[config.mk]
export PLATFORM = sky130hd
export DESIGN_NAME = light_qualified_door_controller_core
export DESIGN_NICKNAME = d
export VERILOG_FILES = /design/src/hdl/ldc_pkg.sv /design/src/hdl/ldc_cfg_regs.sv /design/src/hdl/ldc_step.sv /design/src/hdl/light_qualified_door_controller_core.sv
export SDC_FILE = /design/constraint.sdc
export NUM_CORES = 1
export LEC_CHECK = 0
export CAP_MARGIN = 25
export CORE_ASPECT_RATIO = 0.9
export CORE_UTILIZATION = 50
export CTS_BUF_LIST = sky130_fd_sc_hd__clkbuf_4
export DETAILED_ROUTE_END_ITERATION = 10
export DONT_BUFFER_PORTS = 1
export HOLD_SLACK_MARGIN = 0.08
export PLACE_DENSITY_LB_ADDON = 0.25
export SYNTH_ARGS = -nofsm -noshare
export SYNTH_HDL_FRONTEND = slang
export SYNTH_SLANG_ARGS = --single-unit
export TNS_END_PERCENT = 20
[constraint.sdc]
create_clock -name clk_i -period 18.5 [get_ports clk_i]
set_input_delay 0.925 -clock clk_i [delete_from_list [all_inputs] [get_ports clk_i]]
set_output_delay 0.925 -clock clk_i [all_outputs]
set_load 0.01 [all_outputs]
[src/hdl/ldc_pkg.sv]
`timescale 1ns / 1ps

package ldc_pkg;

  localparam int unsigned MotorTimeoutSeconds = 100;
  localparam int unsigned SecsPerMinute       = 60;
  localparam int unsigned BattHysteresis      = 5;

  localparam int unsigned LevelW   = 12;
  localparam int unsigned QualW    = 8;
  localparam int unsigned DelayW   = 10;
  localparam int unsigned SecW     = 17;
  localparam int unsigned DuskW    = 16;
  localparam int unsigned PctW     = 7;
  localparam int unsigned TimerW   = 7;
  localparam int unsigned CfgIdxW  = 3;
  localparam int unsigned CfgDataW = 17;
  localparam int unsigned InDataW  = 24;
  localparam int unsigned OutDataW = 8;

  // register indexes
  localparam logic [CfgIdxW-1:0] REG_OPEN_BRIGHT  = 3'd0;
  localparam logic [CfgIdxW-1:0] REG_CLOSE_BRIGHT = 3'd1;
  localparam logic [CfgIdxW-1:0] REG_QUALIFY      = 3'd2;
  localparam logic [CfgIdxW-1:0] REG_CLOSE_DELAY  = 3'd3;
  localparam logic [CfgIdxW-1:0] REG_LAMP_SECS    = 3'd4;
  localparam logic [CfgIdxW-1:0] REG_FIRST_LAMP   = 3'd5;
  localparam logic [CfgIdxW-1:0] REG_BATT_WARN    = 3'd6;
  localparam logic [CfgIdxW-1:0] REG_MANUAL       = 3'd7;

  // motor phase
  localparam logic [1:0] PH_IDLE   = 2'd0;
  localparam logic [1:0] PH_CLOSE  = 2'd1;
  localparam logic [1:0] PH_UNWIND = 2'd2;
  localparam logic [1:0] PH_OPEN   = 2'd3;

  // motor drive codes
  localparam logic [1:0] DRV_RELEASE  = 2'd0;
  localparam logic [1:0] DRV_FORWARD  = 2'd1;
  localparam logic [1:0] DRV_BACKWARD = 2'd2;
  localparam logic [1:0] DRV_ILLEGAL  = 2'd3;

  // event codes
  localparam logic [2:0] EV_NONE        = 3'd0;
  localparam logic [2:0] EV_DUSK        = 3'd1;
  localparam logic [2:0] EV_CLOSED      = 3'd2;
  localparam logic [2:0] EV_CLOSE_FAIL  = 3'd3;
  localparam logic [2:0] EV_OPENED      = 3'd4;
  localparam logic [2:0] EV_OPEN_FAIL   = 3'd5;
  localparam logic [2:0] EV_BATTERY_LOW = 3'd6;
  localparam logic [2:0] EV_ILLEGAL     = 3'd7;

  typedef struct packed {
    logic [LevelW-1:0] open_brightness;
    logic [LevelW-1:0] close_brightness;
    logic [QualW-1:0]  qualify_seconds;
    logic [DelayW-1:0] close_delay_minutes;
    logic [SecW-1:0]   lamp_seconds;
    logic [SecW-1:0]   first_lamp_seconds;
    logic [PctW-1:0]   battery_warn_percent;
    logic              manual_mode;
  } cfg_t;

  typedef struct packed {
    logic [LevelW-1:0] light_level;
    logic              open_switch;
    logic              closed_switch;
    logic [PctW-1:0]   battery_percent;
    logic              external_power;
  } tick_t;

  typedef struct packed {
    logic [1:0] motor_drive;
    logic       lamp;
    logic [2:0] event_code;
  } result_t;

endpackage

[src/hdl/ldc_cfg_regs.sv]
`timescale 1ns / 1ps

module ldc_cfg_regs (
  input  logic                            clk_i,
  input  logic                            rst_ni,
  input  logic                            cfg_valid_i,
  input  logic [ldc_pkg::CfgIdxW-1:0]     cfg_index_i,
  input  logic [ldc_pkg::CfgDataW-1:0]    cfg_data_i,
  output ldc_pkg::cfg_t                   cfg_o
);

  ldc_pkg::cfg_t cfg_q;

  always_ff @(posedge clk_i or negedge rst_ni) begin
    if (!rst_ni) begin
      cfg_q.open_brightness      <= 12'd10;
      cfg_q.close_brightness     <= 12'd3;
      cfg_q.qualify_seconds      <= 8'd15;
      cfg_q.close_delay_minutes  <= 10'd45;
      cfg_q.lamp_seconds         <= 17'd48600;
      cfg_q.first_lamp_seconds   <= 17'd12600;
      cfg_q.battery_warn_percent <= 7'd20;
      cfg_q.manual_mode          <= 1'b0;
    end else if (cfg_valid_i) begin
      unique case (cfg_index_i)
        ldc_pkg::REG_OPEN_BRIGHT:  cfg_q.open_brightness <= cfg_data_i[ldc_pkg::LevelW-1:0];
        ldc_pkg::REG_CLOSE_BRIGHT: cfg_q.close_brightness <= cfg_data_i[ldc_pkg::LevelW-1:0];
        ldc_pkg::REG_QUALIFY:      cfg_q.qualify_seconds <= cfg_data_i[ldc_pkg::QualW-1:0];
        ldc_pkg::REG_CLOSE_DELAY:  cfg_q.close_delay_minutes <= cfg_data_i[ldc_pkg::DelayW-1:0];
        ldc_pkg::REG_LAMP_SECS:    cfg_q.lamp_seconds <= cfg_data_i[ldc_pkg::SecW-1:0];
        ldc_pkg::REG_FIRST_LAMP:   cfg_q.first_lamp_seconds <= cfg_data_i[ldc_pkg::SecW-1:0];
        ldc_pkg::REG_BATT_WARN:    cfg_q.battery_warn_percent <= cfg_data_i[ldc_pkg::PctW-1:0];
        ldc_pkg::REG_MANUAL:       cfg_q.manual_mode <= cfg_data_i[0];
        default: ;
      endcase
    end
  end

  assign cfg_o = cfg_q;

endmodule

[src/hdl/ldc_step.sv]
`timescale 1ns / 1ps

module ldc_step (
  input  logic             clk_i,
  input  logic             rst_ni,
  input  logic             step_i,
  input  ldc_pkg::tick_t   tick_i,
  input  ldc_pkg::cfg_t    cfg_i,
  output ldc_pkg::result_t res_o
);

  localparam logic [ldc_pkg::SecW-1:0]   SoMax  = {ldc_pkg::SecW{1'b1}};
  localparam logic [ldc_pkg::DuskW-1:0]  SdMax  = {ldc_pkg::DuskW{1'b1}};
  localparam logic [ldc_pkg::TimerW-1:0] TmMax  = {ldc_pkg::TimerW{1'b1}};
  localparam logic [ldc_pkg::TimerW-1:0] TmOut  =
    ldc_pkg::TimerW'(ldc_pkg::MotorTimeoutSeconds);
  localparam logic [ldc_pkg::DuskW-1:0]  MinSecs =
    ldc_pkg::DuskW'(ldc_pkg::SecsPerMinute);

  logic [ldc_pkg::QualW-1:0]  dark_count_q, dark_count_d;
  logic [ldc_pkg::QualW-1:0]  light_count_q, light_count_d;
  logic                       dusk_pending_q, dusk_pending_d;
  logic [ldc_pkg::DuskW-1:0]  since_dusk_q, since_dusk_d;
  logic [ldc_pkg::SecW-1:0]   since_open_q, since_open_d;
  logic                       ever_opened_q, ever_opened_d;
  logic [1:0]                 phase_q, phase_d;
  logic [ldc_pkg::TimerW-1:0] timer_q, timer_d;
  logic                       lamp_on_q, lamp_on_d;
  logic                       close_failed_q, close_failed_d;
  logic                       batt_warned_q, batt_warned_d;

  logic [ldc_pkg::DuskW-1:0] delay_secs;
  logic [ldc_pkg::PctW:0]    batt_release;
  logic                      do_close, close_ok, dark, light;
  logic [1:0]                drive;
  logic [2:0]                ev;

  // delay*60 tops out at 61380, inside 16 bits
  assign delay_secs   = ldc_pkg::DuskW'(cfg_i.close_delay_minutes) * MinSecs;
  assign batt_release = {1'b0, cfg_i.battery_warn_percent} +
                        (ldc_pkg::PctW+1)'(ldc_pkg::BattHysteresis);

  always_comb begin
    dark_count_d   = dark_count_q;
    light_count_d  = light_count_q;
    dusk_pending_d = dusk_pending_q;
    since_dusk_d   = since_dusk_q;
    since_open_d   = since_open_q;
    ever_opened_d  = ever_opened_q;
    phase_d        = phase_q;
    timer_d        = timer_q;
    lamp_on_d      = lamp_on_q;
    close_failed_d = close_failed_q;
    batt_warned_d  = batt_warned_q;
    do_close       = 1'b0;
    close_ok       = 1'b0;
    drive          = ldc_pkg::DRV_RELEASE;
    ev             = ldc_pkg::EV_NONE;
    dark           = 1'b0;
    light          = 1'b0;

    if (ever_opened_q && since_open_q != SoMax) since_open_d = since_open_q + 1'b1;
    if (dusk_pending_q && since_dusk_q != SdMax) since_dusk_d = since_dusk_q + 1'b1;
    if (lamp_on_q && since_open_d > cfg_i.lamp_seconds) lamp_on_d = 1'b0;

    if (phase_q != ldc_pkg::PH_IDLE) begin
      dark_count_d  = '0;
      light_count_d = '0;
      if (timer_q != TmMax) timer_d = timer_q + 1'b1;
      unique case (phase_q)
        ldc_pkg::PH_CLOSE: begin
          if (tick_i.closed_switch) begin
            do_close = 1'b1;
            close_ok = 1'b1;
          end else if (tick_i.open_switch) begin
            phase_d = ldc_pkg::PH_UNWIND;
            timer_d = '0;
            drive   = ldc_pkg::DRV_BACKWARD;
          end else if (timer_d >= TmOut) begin
            do_close = 1'b1;
          end else begin
            drive = ldc_pkg::DRV_FORWARD;
          end
        end
        ldc_pkg::PH_UNWIND: begin
          if (tick_i.closed_switch) begin
            do_close = 1'b1;
            close_ok = 1'b1;
          end else if (tick_i.open_switch || timer_d >= TmOut) begin
            do_close = 1'b1;
          end else begin
            drive = ldc_pkg::DRV_BACKWARD;
          end
        end
        default: begin
          if (tick_i.open_switch) begin
            ev      = ldc_pkg::EV_OPENED;
            phase_d = ldc_pkg::PH_IDLE;
            timer_d = '0;
          end else if (timer_d >= TmOut) begin
            ev      = ldc_pkg::EV_OPEN_FAIL;
            phase_d = ldc_pkg::PH_IDLE;
            timer_d = '0;
          end else begin
            drive = ldc_pkg::DRV_BACKWARD;
          end
        end
      endcase
    end else if (dusk_pending_q && !tick_i.closed_switch && !cfg_i.manual_mode &&
                 since_dusk_d > delay_secs) begin
      dark_count_d  = '0;
      light_count_d = '0;
      phase_d       = ldc_pkg::PH_CLOSE;
      timer_d       = '0;
      drive         = ldc_pkg::DRV_FORWARD;
    end else begin
      dark  = !dusk_pending_q && !tick_i.closed_switch && !cfg_i.manual_mode &&
              tick_i.light_level < cfg_i.close_brightness;
      light = !tick_i.open_switch && !cfg_i.manual_mode &&
              tick_i.light_level > cfg_i.open_brightness;
      if (dark) begin
        light_count_d = '0;
        if (dark_count_q >= cfg_i.qualify_seconds) begin
          dark_count_d   = '0;
          dusk_pending_d = 1'b1;
          since_dusk_d   = '0;
          ev             = ldc_pkg::EV_DUSK;
        end else begin
          dark_count_d = dark_count_q + 1'b1;
        end
      end else if (light) begin
        dark_count_d = '0;
        if (light_count_q >= cfg_i.qualify_seconds) begin
          light_count_d  = '0;
          phase_d        = ldc_pkg::PH_OPEN;
          timer_d        = '0;
          since_open_d   = '0;
          ever_opened_d  = 1'b1;
          dusk_pending_d = 1'b0;
          since_dusk_d   = '0;
          drive          = ldc_pkg::DRV_BACKWARD;
        end else begin
          light_count_d = light_count_q + 1'b1;
        end
      end else begin
        dark_count_d  = '0;
        light_count_d = '0;
      end
    end

    // end of a close run, good or bad
    if (do_close) begin
      if (!ever_opened_q) begin
        since_open_d  = (cfg_i.lamp_seconds > cfg_i.first_lamp_seconds) ?
                        cfg_i.lamp_seconds - cfg_i.first_lamp_seconds : '0;
        ever_opened_d = 1'b1;
      end
      phase_d = ldc_pkg::PH_IDLE;
      timer_d = '0;
      if (close_ok) begin
        dusk_pending_d = 1'b0;
        close_failed_d = 1'b0;
        if (since_open_d < cfg_i.lamp_seconds) lamp_on_d = 1'b1;
        ev = ldc_pkg::EV_CLOSED;
      end else if (!close_failed_q) begin
        close_failed_d = 1'b1;
        ev             = ldc_pkg::EV_CLOSE_FAIL;
      end
    end

    // battery low waits for a tick with no other event
    if (!tick_i.external_power) begin
      if (tick_i.battery_percent < cfg_i.battery_warn_percent && !batt_warned_q &&
          ev == ldc_pkg::EV_NONE) begin
        ev            = ldc_pkg::EV_BATTERY_LOW;
        batt_warned_d = 1'b1;
      end
      if ({1'b0, tick_i.battery_percent} > batt_release && batt_warned_d) begin
        batt_warned_d = 1'b0;
      end
    end
  end

  always_ff @(posedge clk_i or negedge rst_ni) begin
    if (!rst_ni) begin
      dark_count_q   <= '0;
      light_count_q  <= '0;
      dusk_pending_q <= 1'b0;
      since_dusk_q   <= '0;
      since_open_q   <= '0;
      ever_opened_q  <= 1'b0;
      phase_q        <= ldc_pkg::PH_IDLE;
      timer_q        <= '0;
      lamp_on_q      <= 1'b0;
      close_failed_q <= 1'b0;
      batt_warned_q  <= 1'b0;
    end else if (step_i) begin
      dark_count_q   <= dark_count_d;
      light_count_q  <= light_count_d;
      dusk_pending_q <= dusk_pending_d;
      since_dusk_q   <= since_dusk_d;
      since_open_q   <= since_open_d;
      ever_opened_q  <= ever_opened_d;
      phase_q        <= phase_d;
      timer_q        <= timer_d;
      lamp_on_q      <= lamp_on_d;
      close_failed_q <= close_failed_d;
      batt_warned_q  <= batt_warned_d;
    end
  end

  assign res_o.motor_drive = drive;
  assign res_o.lamp        = lamp_on_d;
  assign res_o.event_code  = ev;

endmodule

[src/hdl/light_qualified_door_controller_core.sv]
`timescale 1ns / 1ps
// Channel   Direction  Handshake                     Payload
// s_axis    in         s_axis_tvalid/s_axis_tready   one tick sample
// m_axis    out        m_axis_tvalid/m_axis_tready   motor, lamp, event
// cfg       in         cfg_valid_i/cfg_ready_o       register index, data
//
// One tick per clock sustained while m_axis is not stalled; a beat passes through
// the input register, then the state update into the result register.
// Reset clears all door state and loads the register defaults.
// A stall on m_axis holds the result; s_axis keeps taking beats until both
// the input and the result register are full.

module light_qualified_door_controller_core (
  input  logic                          clk_i,
  input  logic                          rst_ni,
  input  logic                          s_axis_tvalid,
  output logic                          s_axis_tready,
  // [11:0] light_level, [12] open_switch, [13] closed_switch,
  // [20:14] battery_percent, [21] external_power, [23:22] zero
  input  logic [ldc_pkg::InDataW-1:0]   s_axis_tdata,
  output logic                          m_axis_tvalid,
  input  logic                          m_axis_tready,
  // [1:0] motor_drive, [2] lamp, [5:3] event_code, [7:6] zero
  output logic [ldc_pkg::OutDataW-1:0]  m_axis_tdata,
  input  logic                          cfg_valid_i,
  output logic                          cfg_ready_o,
  input  logic [ldc_pkg::CfgIdxW-1:0]   cfg_index_i,
  input  logic [ldc_pkg::CfgDataW-1:0]  cfg_data_i
);

  ldc_pkg::cfg_t    cfg;
  ldc_pkg::tick_t   tick_q;
  ldc_pkg::result_t res, res_q;
  logic             in_valid_q, out_valid_q, advance;

  assign advance       = in_valid_q && (!out_valid_q || m_axis_tready);
  assign s_axis_tready = !in_valid_q || advance;
  assign cfg_ready_o   = 1'b1;

  ldc_cfg_regs u_cfg (
    .clk_i       (clk_i),
    .rst_ni      (rst_ni),
    .cfg_valid_i (cfg_valid_i),
    .cfg_index_i (cfg_index_i),
    .cfg_data_i  (cfg_data_i),
    .cfg_o       (cfg)
  );

  ldc_step u_step (
    .clk_i  (clk_i),
    .rst_ni (rst_ni),
    .step_i (advance),
    .tick_i (tick_q),
    .cfg_i  (cfg),
    .res_o  (res)
  );

  always_ff @(posedge clk_i or negedge rst_ni) begin
    if (!rst_ni) begin
      in_valid_q  <= 1'b0;
      out_valid_q <= 1'b0;
    end else begin
      if (s_axis_tready) in_valid_q <= s_axis_tvalid;
      if (advance) out_valid_q <= 1'b1;
      else if (m_axis_tready) out_valid_q <= 1'b0;
    end
  end

  always_ff @(posedge clk_i) begin
    if (s_axis_tvalid && s_axis_tready) begin
      tick_q.light_level     <= s_axis_tdata[11:0];
      tick_q.open_switch     <= s_axis_tdata[12];
      tick_q.closed_switch   <= s_axis_tdata[13];
      tick_q.battery_percent <= s_axis_tdata[20:14];
      tick_q.external_power  <= s_axis_tdata[21];
    end
    if (advance) res_q <= res;
  end

  assign m_axis_tvalid = out_valid_q;
  assign m_axis_tdata  = {2'b00, res_q.event_code, res_q.lamp, res_q.motor_drive};

endmodule

# [Word level (Yosys, flattened, before mapping)]
# Index checks and enable logic that the tools add are counted.
[totals] word_cells=221 regBits=177 input_bits=49 output_inout_bits=11
[op_classes] n_lt_le_gt_ge=11 n_bitwise=1 eq_ne=17 n_mul=1 add_sub_neg=7 muxes=110 reduce_logical=45
[op_table] cell="$mux 17" count=10
[op_table] cell="$mux 16" count=7
[op_table] cell="$mux 7" count=12
[op_table] cell="$mux 8" count=9
[op_table] cell="$mux 2" count=21
[op_table] cell="$mux 1" count=36
[op_table] cell="$gt 17x17->1" count=2
[op_table] cell="$mux 3" count=11
[op_table] cell="$reduce_and 2->1" count=10
[op_table] cell="$add 17x1->17 const B" count=1
[op_table] cell="$lt 17x17->1" count=1
[op_table] cell="$ne 17x17->1 const B" count=1
[op_table] cell="$sub 17x17->17" count=1
[op_table] cell="$add 16x1->16 const B" count=1
[op_table] cell="$add 8x1->8 const B" count=2
[op_table] cell="$ge 8x8->1" count=2
[op_table] cell="$gt 16x16->1" count=1
[op_table] cell="$logic_and 1x1->1" count=16
[op_table] cell="$ne 16x16->1 const B" count=1
[op_table] cell="$mul 10x4->14 const B" count=1
[op_table] cell="$pmux 7 s2" count=1
[op_table] cell="$eq 3x3->1 const B" count=4
[op_table] cell="$gt 12x12->1" count=1
[op_table] cell="$lt 12x12->1" count=1
[op_table] cell="other kinds (24)" count=39

# [Logic depth before layout (Yosys ltp)]
# Gate-level depths: netlist (run 1).
[depth] word_depth=17 depth_mapped=32 mapped_depth_nobuf=30

# [Modules after synthesis]
# From an unflattened synthesis (run 1), not the netlist that was laid out.
[hier_totals] cells_unflattened=1272 hier_area_um2=12749.7
[modules_own_cells] mod="ldc_step" area_each_um2=8454.4 cells_per_inst=1044 seq_area_each_um2=1576.5 n_inst=1
[modules_own_cells] mod="ldc_cfg_regs" area_each_um2=3320.7 cells_per_inst=187 seq_area_each_um2=2139.6 n_inst=1
[modules_own_cells] mod="light_qualified_door_controller_core" area_each_um2=974.7 cells_per_inst=41 seq_area_each_um2=890.9 n_inst=1

# [Worst setup path before layout (run 1)]
# No wires, ideal clock.
[synth_timing] path_type="register to register" start="register u_cfg.cfg_q, in the netlist u_cfg.cfg_o[44]" end="register u_step.lamp_on_q" setup_ps=125 synth_period_minus_slack_ps=6766 path_stages_with_launch=32 arrival_ps=6641 n_path_buf=2 setup_slack_ps=11734 required_time_ps=18375 cell_sequence="dfstp_2 -> inv_1 -> fa_1 -> fa_1 -> inv_1 -> ha_1 -> a21oi_1 -> o21ai_0 -> a31oi_1 -> nor2b_1 -> o21ai_0 -> nand2b_1 -> xnor2_1 -> ha_1 -> nand2_1 -> nor4_1 -> nand3b_1 -> mux2i_4 -> o31ai_2 -> or2_1 -> buf_2 -> nand2_1 -> buf_4 -> o22ai_1 -> ha_1 -> nand3_1 -> nor3_1 -> nand4_1 -> or4_1 -> o211a_1 -> a211o_1 -> mux2_2"
[synth_lines] item="from (decl)" line_no="ldc_cfg_regs.sv:12" rtl="ldc_pkg::cfg_t cfg_q;"
[synth_lines] item="to (signal assigned)" line_no="ldc_step.sv:206" rtl="lamp_on_q <= lamp_on_d;"
[synth_lines] item="to (decl)" line_no="ldc_step.sv:28" rtl="logic lamp_on_q, lamp_on_d;"

==> results of run 1 <==
## placed cells by master, fill, tap and decap left out, drive strengths merged, types with 29 or more instances in the layout
master and instances:
a21oi 61, o21ai 105, ha 146, xor2 29, xnor2 35, dfrtp 119
nand2 147, nor2 67, dfstp 30, inv 148, mux2 44, nand3 40
## metrics by stage
| stage | cell area [um2] | cells | utilization | setup slack (ns) | total power, W |
|---|---|---|---|---|---|
| 5_1_grt | 13300 | 1693 | 0.543 | 9.94 | 0.00196 |
| 4_1_cts | 13200 | 1689 | 0.541 | 10.37 | 0.00179 |
| 3_5_place_dp | 12900 | 1656 | 0.527 | 10.40 | 0.00154 |
| 6_report | 13300 | 1693 | 0.543 | 10.35 | 0.00179 |
| 3_3_place_gp | 12900 | 1655 | 0.527 | 10.50 | 0.00151 |
| 2_1_floorplan | 12600 | 1356 | - | 11.73 | 0.00132 |
## layout make-up
| class | instances | area [um2] | share of cell area |
|---|---|---|---|
| Sequential cell | 177 | 4610 | 0.347 |
| Clock inverter | 15 | 195 | 0.0147 |
| Inverter | 144 | 541 | 0.0407 |
| Antenna cell | 1 | 2.50 | 0.000189 |
| Clock buffer | 17 | 128 | 0.00961 |
| Tap cell | 336 | 420 | 0.0317 |
| Timing Repair Buffer | 13 | 130 | 0.00980 |
| Multi-Input combinational cell | 990 | 7250 | 0.546 |
## routing by layer
layer  track usage  vias to the layer above  share of wire
met2         0.350                      228           0.43
met4        0.0528                        0          0.012
met1         0.343                     4586           0.49
met5             0                        -              0
li1              -                     4752              -
met3        0.0351                       27          0.058
## logic make-up (layout without fill, tap and decap cells)
group                      after synthesis  in the layout  share of synthesized area
xor gates and xnor gates                64             64                     0.0445
other                                    2              4                   0.000597
and+or+nand+nor                        400            400                      0.155
muxes                                   48             48                     0.0435
AOI/OAI and AO/OA                      311            311                      0.157
DFF                                    177            177                      0.366
buffers and inverters                  189            189                     0.0598
adders and majority gates              164            164                      0.174
## what timing repair did
action                                  CTS  global route
endpoints found under the hold margin   119             0
hold buffers                              1             0
endpoints found under the setup margin    0             0
## power groups by stage
| stage | Clock, W | Sequential (W) | Combinational, W |
|---|---|---|---|
| final | 0.000236 | 0.000555 | 0.00100 |
| after CTS | 0.000242 | 0.000555 | 0.000995 |
| after global placement | 0 | 0.000559 | 0.000952 |
| after floorplan | 0 | 0.000537 | 0.000786 |
| after detailed placement | 0 | 0.000562 | 0.000980 |
| after global routing | 0.000254 | 0.000566 | 0.00114 |
## sequential cells by signal, indices dropped and copies added (netlist names), 2 cells and up
| register | cells |
|---|---|
| u_step.since_open_q | 17 |
| u_step.phase_q | 2 |
| u_step.since_dusk_q | 16 |
| u_cfg.cfg_o | 84 |
| u_step.timer_q | 7 |
| u_step.dark_count_q | 8 |
| m_axis_tdata | 6 |
| tick_q | 22 |
| u_step.light_count_q | 8 |
## final timing paths
| check | from | to | slack, ns | depth (start not counted) |
|---|---|---|---|---|
| min | rst_ni | u_cfg.cfg_o[20] | 0.14 | 0 |
| max in group asynchronous | rst_ni | u_step.dark_count_q[0] | 17.72 | 1 |
| max reg2reg | u_cfg.cfg_o[45] | u_step.lamp_on_q | 10.35 | 30 |
| max | u_cfg.cfg_o[45] | u_step.lamp_on_q | 10.35 | 30 |
| min in group clk_i | s_axis_tdata[9] | tick_q[19] | 0.41 | 0 |
| min reg2reg | u_step.batt_warned_q | u_step.batt_warned_q | 0.52 | 1 |
==> results.py, run 1 <==
metrics = {
    "run_status": {
        "status": "completed",
    },
    "floorplanning": {
        "rows": 54,
        "start_util": 0.515,
        "die-height_um": 153,
        "core_area_um2": 24500,
        "chipWidth_um": 169,
        "ios": 60,
        "dieArea_um2": 25800,
    },
    "detailed_routing": {
        "drt-initial-drc-count": 704,
        "viasPerCell": 5.67,
        "wirelength_um": 28200,
        "ant_nets": 0,
        "vias": 9593,
        "routedWlPerCell_um": 16.6,
        "first_pass_iters": 7,
        "drc": 0,
    },
    "timing": {
        "period_share": 0.441,
        "slew_violations": 0,
        "fin_tns_setup_ns": 0,
        "fin_crit_ns": 8.15,
        "worst_pin_slew_ns": 0.986,
        "setup_violations": 0,
        "fin_skew_ns": 0.0257,
        "hold_viol_final": 0,
        "fmax_mhz": 123,
        "hold_ws_ns": 0.142,
        "rsz0062_at_grt": "no",
        "slew-limit-headroom": 0.343,
    },
    "pwr": {
        "peakVddDrop_mv": 0.0876,
        "switching_share": 0.456,
        "clock_power_share": 0.132,
        "power.leakage_nw": 5.99,
        "powerDensity_nw_per_um2": 135,
        "sequentialPowerShare": 0.309,
        "combinationalPowerShare": 0.559,
        "netSwitchingPower_w": 0.000817,
        "intPower_w": 0.000975,
    },
    "clocking": {
        "clockRootBuffer": "clkbuf_4",
        "clk_path_buf_depth": 2,
        "cts_resized": 0,
        "worstSkewPairLatency_ns": 0.59,
        "htreeDepth": 4,
        "path_clk_slew_ns": 0.18,
        "cts_setup_buffers": 0,
        "cts_buffers": 17,
        "cts_tree": "yes",
        "clock-sinks": 177,
    },
    "synthesis": {
        "ys_seq_area_frac": 0.366,
        "synth.most_common_cell": "nand2_1",
        "synthCells": 1355,
        "synth_cell_types": 78,
        "yosysWarningCount": 0,
        "syn_area_per_cell_um2": 9.29,
        "synth-seq-cells": 177,
        "synth.top_cells.by_area": "dfrtp_1 (24%), ha_1 (15%), edfxtp_1 (6.7%), dfstp_2 (6.3%), nand2_1 (4.4%)",
        "yosys-top-cells-count": "nand2_1 (147), ha_1 (146), inv_1 (143)",
        "netlist_area_um2": 12600,
        "yosysTopAreaCell": "dfrtp_1",
        "async_reset_ff_frac": 0.842,
        "synth-main-ff-cell": "dfrtp_1",
        "yosys.area.top_type_share": 0.237,
        "synth_edf_count": 28,
    },
    "setup_path": {
        "critPathKind": "reg -> reg",
        "crit_slowest_cell": "dfstp_2",
        "endpoint_kind": "flop",
        "critical_path.max_stage_delay_ns": 0.59,
        "cp_num_buf_inv": 3,
        "crit_family": "simple AND/OR/NAND/NOR gates",
        "cp_data_required_time_ns": 19.01,
        "cp_max_fo": 12,
        "arrival_ns": 8.66,
        "cp-start-kind": "flop",
        "crit_path_frequent_cell": "ha_1",
    },
    "layout": {
        "fin_nets": 1556,
        "area_growth_syn_to_layout_pct": 5.44,
        "drive_gt1_frac": 0.105,
        "nFillCells": 2202,
    },
    "grt": {
        "antenna_found_initial": 2,
        "first_global_vias": 9142,
        "grt_usage": 0.230,
        "grt_overflow": 0,
        "grt_pass1_wl_um": 46900,
        "grt_max_degree": 120,
    },
    "placed_design": {
        "hpwlAfterDp_um": 21100,
        "io_buffers": 0,
        "place_congestion": 0.873,
    },
    "job": {
        "drv_cap": 0,
    },
    "hold_path": {
        "min_path_type": "in -> async",
    },
}
No activity file was read; power rests on OpenSTA's default activity.
==> inputs of run 2 (changes only) <==
==> constraint.sdc (replaced) <==
create_clock -name clk_i -period 7.4 [get_ports clk_i]
set_input_delay 0.37 -clock clk_i [delete_from_list [all_inputs] [get_ports clk_i]]
set_output_delay 0.37 -clock clk_i [all_outputs]
set_load 0.01 [all_outputs]
==> run 2 against run 1 <==
Net effect: sequential power rose to 2.5 times the previous value; register-to-register slack worse by 9.9 ns; non-clock buffer count is 51 higher; global-route usage grew 1.1 points; combinational power increased to 2.6 times the previous value; clock power rose to 2.7 times the previous value; core utilization rose by 2.2 points; count of clock-buffer cells in the layout stayed put; fmax up 17%; final area rose by 4.1%; sequential cell count unchanged; critical path type unchanged; power increased to 2.6 times the previous value.
==> results.py, run 2 (synthesis gave the netlist of run 1 again) <==
metrics = {
    "clocking": {
        "worstSkewPairLatency_ns": 0.62,
        "clk_path_buf_depth": 2,
        "cts_tree": "yes",
        "clock-sinks": 177,
        "htreeDepth": 4,
        "clockRootBuffer": "clkbuf_4",
        "cts_buffers": 17,
        "path_clk_slew_ns": 0.20,
    },
    "floorplanning": {
        "die-height_um": 153,
        "start_util": 0.515,
        "ios": 60,
        "chipWidth_um": 169,
        "core_area_um2": 24500,
        "dieArea_um2": 25800,
        "rows": 54,
    },
    "detailed_routing": {
        "vias": 9841,
        "viasPerCell": 5.64,
        "drt-initial-drc-count": 650,
        "ant_nets": 0,
        "first_pass_iters": 6,
        "routedWlPerCell_um": 16.9,
        "drc": 0,
        "wirelength_um": 29600,
    },
    "timing": {
        "worst_pin_slew_ns": 0.973,
        "hold_viol_final": 0,
        "period_share": 0.945,
        "slew-limit-headroom": 0.348,
        "hold_ws_ns": 0.113,
        "fin_skew_ns": 0.0410,
        "fin_tns_setup_ns": 0,
        "fin_crit_ns": 7.00,
        "setup_violations": 0,
        "fmax_mhz": 143,
        "slew_violations": 0,
        "rsz0062_at_grt": "no",
    },
    "placed_design": {
        "place_congestion": 0.879,
        "io_buffers": 0,
        "hpwlAfterDp_um": 21400,
    },
    "pwr": {
        "powerDensity_nw_per_um2": 335,
        "power.leakage_nw": 6.22,
        "peakVddDrop_mv": 0.198,
    },
    "job": {
        "drv_cap": 0,
    },
    "grt": {
        "antenna_found_initial": 3,
        "grt_usage": 0.241,
        "first_global_vias": 9491,
        "grt_pass1_wl_um": 49100,
        "grt_overflow": 0,
        "grt_max_degree": 150,
    },
    "layout": {
        "area_growth_syn_to_layout_pct": 9.79,
        "fin_nets": 1607,
        "drive_gt1_frac": 0.104,
        "final_cell_mix": "ha_1 (146), nand2_1 (145), inv_1 (143), dfrtp_1 (119), o21ai_0 (102)",
        "final_common_cell": "ha_1",
        "largest_register_ffs": 84,
    },
    "setup_path": {
        "worstSetupStartpoint": "u_cfg.cfg_o[44]",
        "crit_family": "simple AND/OR/NAND/NOR gates",
        "cp_num_buf_inv": 3,
        "cp_max_fo": 7,
        "cp-start-kind": "flop",
        "r2r-start": "u_cfg.cfg_o[44]",
        "arrival_ns": 7.53,
        "crit_path_frequent_cell": "fa_1",
        "critPathKind": "reg -> reg",
        "endpoint_kind": "flop",
        "worst-path-stages": 30,
        "crit_slowest_cell": "dfstp_2",
        "cp_data_required_time_ns": 7.94,
        "critical_path.max_stage_delay_ns": 0.61,
        "rr_worst_depth": 30,
    },
    "hold_path": {
        "worstHoldStart": "cfg_index_i[2]",
        "whs_path_depth": 4,
        "min_path_type": "in -> reg",
    },
    "run_status": {
        "status": "completed",
    },
}
-- run 2: layer usage --
metal  share of wire  global-route usage
met3           0.047              0.0371
met1            0.49               0.355
met2            0.45               0.373
met5               0                   0
met4           0.013              0.0536
-- run 2: cell type report --
cell class                      instances  area (um2)
Antenna cell                            3        7.51
Clock buffer                           17         128
Clock inverter                         15         219
Fill cell                            2196       10600
Inverter                              144         541
Multi-Input combinational cell        990        7270
Sequential cell                       177        4610
Tap cell                              336         420
Timing Repair Buffer                   64         627
-- run 2: path summary, 6_finish.rpt --
kind	end	slack, ns
max	u_step.lamp_on_q	0.40
min	u_cfg.cfg_o[61]	0.11
max reg2reg	u_step.lamp_on_q	0.40
min reg2reg	u_step.batt_warned_q	0.52
max in group asynchronous	u_step.since_dusk_q[12]	6.41
min in group asynchronous	u_cfg.cfg_o[82]	0.35
-- run 2: power by group --
group          switching, W  leakage [nW]  internal [W]
logic               0.00151          3.95       0.00110
clock network      0.000455         0.179      0.000178
registers          0.000182          2.09       0.00121
total               0.00215          6.22       0.00249
-- run 2: worst min-delay path: cells and delay by family --
kind	cells	cell delay (ns)
buffers and inverters	1	0.19
and+or+nand+nor	2	0.10
AOI/OAI and AO/OA	1	0.07
-- run 2: stage by stage --
step	utilization	setup slack (ns)	instance area, um2	instances	total power [W]
CTS	0.564	0.164	13800	1742	0.00459
detailed placement	0.528	0.191	12900	1660	0.00390
global route	0.565	0.0590	13800	1744	0.00508
global placement	0.528	0.283	12900	1659	0.00382
floorplan	-	0.634	12600	1356	0.00331
finish	0.565	0.404	13800	1746	0.00463
-- run 2: repair_timing --
action	4_1_cts	5_1_grt
setup buffers	0	1
gates resized for setup	0	5
endpoints found under the setup margin	0	2
hold endpoints to repair	257	0
hold buffers	50	0
